--- src/hdl/hcbd_pkg.sv ---
package hcbd_pkg;

  localparam int unsigned SizeWidth = 32;

  localparam logic [7:0] CharNewline = 8'h0A;
  localparam logic [7:0] CharSpace   = 8'h20;

  typedef enum logic [1:0] {
    PH_SIZE = 2'd0,
    PH_DATA = 2'd1,
    PH_SKIP = 2'd2,
    PH_DONE = 2'd3
  } phase_e;

  typedef enum logic {
    KIND_PAYLOAD = 1'b0,
    KIND_END     = 1'b1
  } kind_e;

  typedef struct packed {
    logic       valid;
    logic [3:0] value;
  } hex_digit_t;

  function automatic hex_digit_t hex_decode(input logic [7:0] c);
    hex_digit_t r;
    r.valid = 1'b1;
    r.value = 4'd0;
    case (c) inside
      [8'h30:8'h39]: r.value = c[3:0];
      [8'h61:8'h66],
      [8'h41:8'h46]: r.value = c[3:0] + 4'd9;
      default:       r.valid = 1'b0;
    endcase
    return r;
  endfunction

endpackage

--- src/hdl/http_chunked_body_decoder_unit.sv ---
// A payload byte or end marker is registered and appears on the output in the cycle after its input item is taken.
// Throughput: one input item per cycle; input is taken while the output register is empty
// or being drained in the same cycle.
// Reset (rst_ni low, asynchronous): size line phase, size and byte count cleared, output empty.
// After the end marker all further input items are consumed with no result until reset.
module http_chunked_body_decoder_unit (
  input  logic       clk_i,
  input  logic       rst_ni,
  input  logic       in_valid_i,
  output logic       in_ready_o,
  input  logic [7:0] rx_byte_i,
  output logic       out_valid_o,
  input  logic       out_ready_i,
  output logic [7:0] out_byte_o,
  output logic       out_kind_o
);

  localparam int unsigned W = hcbd_pkg::SizeWidth;

  hcbd_pkg::phase_e   phase_q, phase_d;
  logic [W-1:0]       size_q, size_d;
  logic [W-1:0]       left_q, left_d;
  logic               ignore_q, ignore_d;
  logic               out_valid_q, out_valid_d;
  logic [7:0]         out_byte_q, out_byte_d;
  logic               out_kind_q, out_kind_d;
  logic               accept;
  hcbd_pkg::hex_digit_t digit;
  logic [W-1:0]       left_dec;

  assign in_ready_o  = !out_valid_q || out_ready_i;
  assign accept      = in_valid_i && in_ready_o;
  assign digit       = hcbd_pkg::hex_decode(rx_byte_i);
  assign left_dec    = (left_q != '0) ? left_q - W'(1) : left_q;
  assign out_valid_o = out_valid_q;
  assign out_byte_o  = out_byte_q;
  assign out_kind_o  = out_kind_q;

  always_comb begin
    phase_d     = phase_q;
    size_d      = size_q;
    left_d      = left_q;
    ignore_d    = ignore_q;
    out_valid_d = out_valid_q && !out_ready_i;
    out_byte_d  = out_byte_q;
    out_kind_d  = out_kind_q;
    if (accept) begin
      case (phase_q)
        hcbd_pkg::PH_SIZE: begin
          if (rx_byte_i == hcbd_pkg::CharNewline) begin
            size_d   = '0;
            ignore_d = 1'b0;
            if (size_q == '0) begin
              phase_d     = hcbd_pkg::PH_DONE;
              out_valid_d = 1'b1;
              out_byte_d  = 8'd0;
              out_kind_d  = hcbd_pkg::KIND_END;
            end else begin
              left_d  = size_q;
              phase_d = hcbd_pkg::PH_DATA;
            end
          end else if (rx_byte_i >= hcbd_pkg::CharSpace && !ignore_q) begin
            if (!digit.valid) begin
              ignore_d = 1'b1;
            end else if (size_q[W-1 -: 4] != 4'd0) begin
              size_d = '1;
            end else begin
              size_d = {size_q[W-5:0], digit.value};
            end
          end
        end
        hcbd_pkg::PH_DATA: begin
          out_valid_d = 1'b1;
          out_byte_d  = rx_byte_i;
          out_kind_d  = hcbd_pkg::KIND_PAYLOAD;
          left_d      = left_dec;
          if (left_dec == '0) begin
            phase_d = hcbd_pkg::PH_SKIP;
          end
        end
        hcbd_pkg::PH_SKIP: begin
          if (rx_byte_i == hcbd_pkg::CharNewline) begin
            phase_d = hcbd_pkg::PH_SIZE;
          end
        end
        default: begin
        end
      endcase
    end
  end

  always_ff @(posedge clk_i or negedge rst_ni) begin
    if (!rst_ni) begin
      phase_q     <= hcbd_pkg::PH_SIZE;
      size_q      <= '0;
      left_q      <= '0;
      ignore_q    <= 1'b0;
      out_valid_q <= 1'b0;
    end else begin
      phase_q     <= phase_d;
      size_q      <= size_d;
      left_q      <= left_d;
      ignore_q    <= ignore_d;
      out_valid_q <= out_valid_d;
    end
  end

  always_ff @(posedge clk_i) begin
    out_byte_q <= out_byte_d;
    out_kind_q <= out_kind_d;
  end

  a_done_sticky: assert property (@(posedge clk_i) disable iff (!rst_ni)
    phase_q == hcbd_pkg::PH_DONE |=> phase_q == hcbd_pkg::PH_DONE)
    else $error("left done phase without reset");

  a_data_gives_payload: assert property (@(posedge clk_i) disable iff (!rst_ni)
    accept && phase_q == hcbd_pkg::PH_DATA |=>
      out_valid_o && out_kind_o == hcbd_pkg::KIND_PAYLOAD)
    else $error("data item gave no payload result");

  a_data_count_nonzero: assert property (@(posedge clk_i) disable iff (!rst_ni)
    phase_q == hcbd_pkg::PH_DATA |-> left_q != '0)
    else $error("data phase with zero bytes left");

  a_end_only_when_done: assert property (@(posedge clk_i) disable iff (!rst_ni)
    out_valid_o && out_kind_o == hcbd_pkg::KIND_END |-> phase_q == hcbd_pkg::PH_DONE)
    else $error("end marker outside done phase");

endmodule

--- config.mk ---
export PLATFORM = sky130hd
export DESIGN_NAME = http_chunked_body_decoder_unit
export DESIGN_NICKNAME = d
export VERILOG_FILES = /design/src/hdl/hcbd_pkg.sv /design/src/hdl/http_chunked_body_decoder_unit.sv
export SDC_FILE = /design/constraint.sdc
export NUM_CORES = 1
export LEC_CHECK = 0
export BUFFER_PORTS_ARGS = -buffer_cell sky130_fd_sc_hd__clkbuf_2
export CAP_MARGIN = 5
export CORE_MARGIN = 3
export CORE_UTILIZATION = 40
export DETAILED_ROUTE_END_ITERATION = 7
export PLACE_DENSITY = 0.6
export SETUP_SLACK_MARGIN = 0.1
export SYNTH_ARGS = -nofsm -noshare
export SYNTH_HDL_FRONTEND = slang
export SYNTH_SLANG_ARGS = --single-unit
export TNS_END_PERCENT = 100
--- constraint.sdc ---
create_clock -name clk_i -period 10.7 [get_ports clk_i]
set_input_delay 1.07 -clock clk_i [delete_from_list [all_inputs] [get_ports clk_i]]
set_output_delay 1.07 -clock clk_i [all_outputs]
set_load 0.005 [all_outputs]
==> flow_summary.toml <==
[run_status]
status = "finished, final reports clean"

[clocking]
path_clk_slew_ns = 0.06
cts.hold.buffers_added = 0
cts.htree.levels = 3
cts_tree = "done"
numCtsBuffers = 9
clk_path_buf_depth = 2
insertion_delay_ns = 0.34
cts_setup_buffers = 0
cts-root-buf = "clkbuf_16"
cts_resized = 0
clock_sinks = 77

[die]
die_area_um2 = 13000
num_rows = 38
fp.dieH_um = 114
initial_core_util_pct = 41.8
core_um2 = 11100
die_x_um = 114
io_pins = 23

[synthesis]
synth_compound_area_share_pct = 19.6
yosysMostFrequentCell = "dfrtp_1"
synthTopCellsByCount = "dfrtp_1 (68), nor2_1 (65), o21ai_0 (64)"
synth_xor_area_share_pct = 1.67
ys_ff_latch = 77
syn_area_per_cell_um2 = 8.46
synth_top_area_share_pct = 36.5
syn_area_um2 = 4660
synth_top_family_by_area = "simple AND/OR/NAND/NOR gates"
synth_edf_count = 9
syn_inst = 550
async_flop_share_pct = 88.3
synthTopCellsByArea = "dfrtp_1 (37%), o21ai_0 (6.9%), edfxtp_1 (5.8%), nor2_1 (5.2%), nand2_1 (4.6%)"
ys.flop_type = "dfrtp_1"
synth-simple-area-share_pct = 27.3
yosysTopAreaCell = "dfrtp_1"
muxShareOfSynthArea_pct = 1.10
ys_seq_area_share_pct = 42.4
syn_nets = 572
synth.distinct_cells = 67
synth_fa_ha_area_share_pct = 2.69
ys_warn_count = 0

[sta]
hold_violations = 0
layout_setup_ws_ns = 6.58
rsz0062_at_grt = "false"
fin_tns_setup_ns = 0
fmax_mhz = 243
fin_crit_sh_pct = 38.5
relSlewSlack_pct = 28.3
final_max_slew_viol_count = 0
worstMarginPinSlew_ns = 1.07
finalClockSkew_ns = 0.00811
finalSetupViolCount = 0
fin_crit_ns = 4.12

[placed_design]
finalWeightedCongestion = 0.935
dp_slack_ns = 6.02
io_buffers = 22
hpwlAfterDp_um = 8860

[pwr]
powerDensity_nw_per_um2 = 228
p_leak_nw = 2.05
vdd_drop_max_v = 0.000109

[critical_path]
worstSetupEndpointType = "register"
cp-start-kind = "register"
critPathMaxStageDelay_ns = 0.62
r2r-start = "left_q[0]$_DFFE_PN0P_"
crit_path_start = "left_q[0]$_DFFE_PN0P_"
slowest_stage = "or4b_4"
critPathArrivalTime_ns = 4.33
crit_type = "reg2reg"
crit_top_cell = "nand4_1"
crit_path_cell_trace = "inv_1 > ha_1 > nor3b_2 > nand4_1 > or4b_4 > or3_2 > xnor2_1 > nor4_1 > nand4_1 > and3_1 > or3_1"
worst-path-max-fanout = 7
required_ns = 10.91

[layout]
nFillCells = 1122
diodes = 0
ff_latch_area_um2 = 1970
multi_input_area_um2 = 2440
area_delta_synth_final_pct = 8.81
nets = 573
drive_gt1_share_pct = 11.7

[global_route]
grt_first_pass_wirelength_um = 20900
grt_pass1_vias = 3922
grt_max_degree = 69
grt_util_all_layers_pct = 20.3
overflow = 0
antenna_found_initial = 0

[detailed_routing]
wl_per_cell_um = 18.1
post-route-drc-count = 0
finalWirelength_um = 12600
drt_pass1_iterations = 5
drt_iter0_markers = 295
vias = 4217
avgViaCountPerCell = 6.06
ant_nets = 0

[min_path]
hold_path_class = "reg2reg"
hp-start = "ignore_q$_DFFE_PN0P_"

[run]
maxCapViolations = 0
per-stage QoR:
| stage | instance area (um^2) | std cells | total power, W | hold WS, ns | util (%) |
|---|---|---|---|---|---|
| after global routing | 5070 | 696 | 0.00124 | 0.543 | 45.5 |
| after CTS | 5050 | 695 | 0.00116 | 0.505 | 45.4 |
| after global placement | 4780 | 679 | 0.000865 | 0.479 | 43.0 |
| after detailed placement | 4780 | 679 | 0.000878 | 0.491 | 43.0 |
| final | 5070 | 696 | 0.00116 | 0.505 | 45.5 |
| after floorplan | 4660 | 550 | 0.000784 | 0.461 | - |
final timing paths:
| kind | to | slack (ns) | depth (start not counted) |
|---|---|---|---|
| min reg2reg | ignore_q$_DFFE_PN0P_ | 0.50 | 2 |
| min | ignore_q$_DFFE_PN0P_ | 0.50 | 2 |
| max reg2reg | phase_q[1]$_DFFE_PN0P_ | 6.58 | 11 |
| min in group asynchronous | ignore_q$_DFFE_PN0P_ | 0.93 | 2 |
| max | phase_q[1]$_DFFE_PN0P_ | 6.58 | 11 |
| max in group asynchronous | left_q[24]$_DFFE_PN0P_ | 9.19 | 2 |
final cells by class:
type,count,share of cell area (%)
timing repair buffer,28,3.21
clock buffer,10,4.52
inverter,12,0.889
sequential,77,38.9
multi-input combinational,423,48.2
clock inverter,6,0.790
tap,140,3.46
cell families after synthesis:
| kind of cell | after synthesis |
|---|---|
| DFF | 77 |
| buffers and inverters | 50 |
| muxes | 5 |
| xor gates and xnor gates | 8 |
| AOI/OAI and AO/OA | 152 |
| adders and majority gates | 10 |
| and+or+nand+nor | 248 |
report_power, final:
group          internal (W)  switching, W  total, W
Clock              0.000156      0.000121  0.000277
Sequential         0.000362      0.000111  0.000473
Combinational      0.000171      0.000235  0.000405
sequential cells by signal, summed over array words and instances, names as in the netlist:
register     flops
left_q          32
size_q          32
out_byte_o       8
phase_q          2
ignore_q         1
out_kind_o       1
out_valid_o      1
worst max-delay path, delay by kind of cell (launching register included):
family | cells | cell delay, ns
xor+xnor | 1 | 0.15
simple gates | 8 | 2.96
flops | 1 | 0.45
buf+inv | 1 | 0.14
fa+ha+maj | 1 | 0.29
layer usage:
metal  track usage [%]  part of all wire [%]
met1              30.1                    47
met2              30.4                    45
met3              4.56                   6.3
met4              4.75                   1.3
met5                 0                     0
placed cells by master (no fill, tap or decap), types with 3 or more instances in the layout:
| cell type | count |
|---|---|
| buf_4 | 5 |
| o21ai_0 | 64 |
| a22oi_1 | 6 |
| nand3_1 | 24 |
| a31oi_1 | 3 |
| dfrtp_1 | 68 |
| clkinv_2 | 3 |
| o41ai_1 | 3 |
| nor4_1 | 20 |
| clkbuf_16 | 9 |
| or4_1 | 4 |
| nor3b_1 | 3 |
| nor2_1 | 64 |
| clkbuf_2 | 21 |
| xor2_1 | 5 |
| inv_1 | 12 |
| or2_2 | 3 |
| a211oi_1 | 5 |
| nand2b_1 | 3 |
| nand4_1 | 8 |
| or3_1 | 5 |
| mux2i_1 | 4 |
| edfxtp_1 | 9 |
| a21oi_1 | 30 |
| ha_1 | 10 |
| nand2_1 | 57 |
| nor3_1 | 22 |
| o22ai_1 | 20 |
| and2_1 | 7 |
| and3_1 | 5 |
Note: power is estimated with default switching activity, not from simulation.
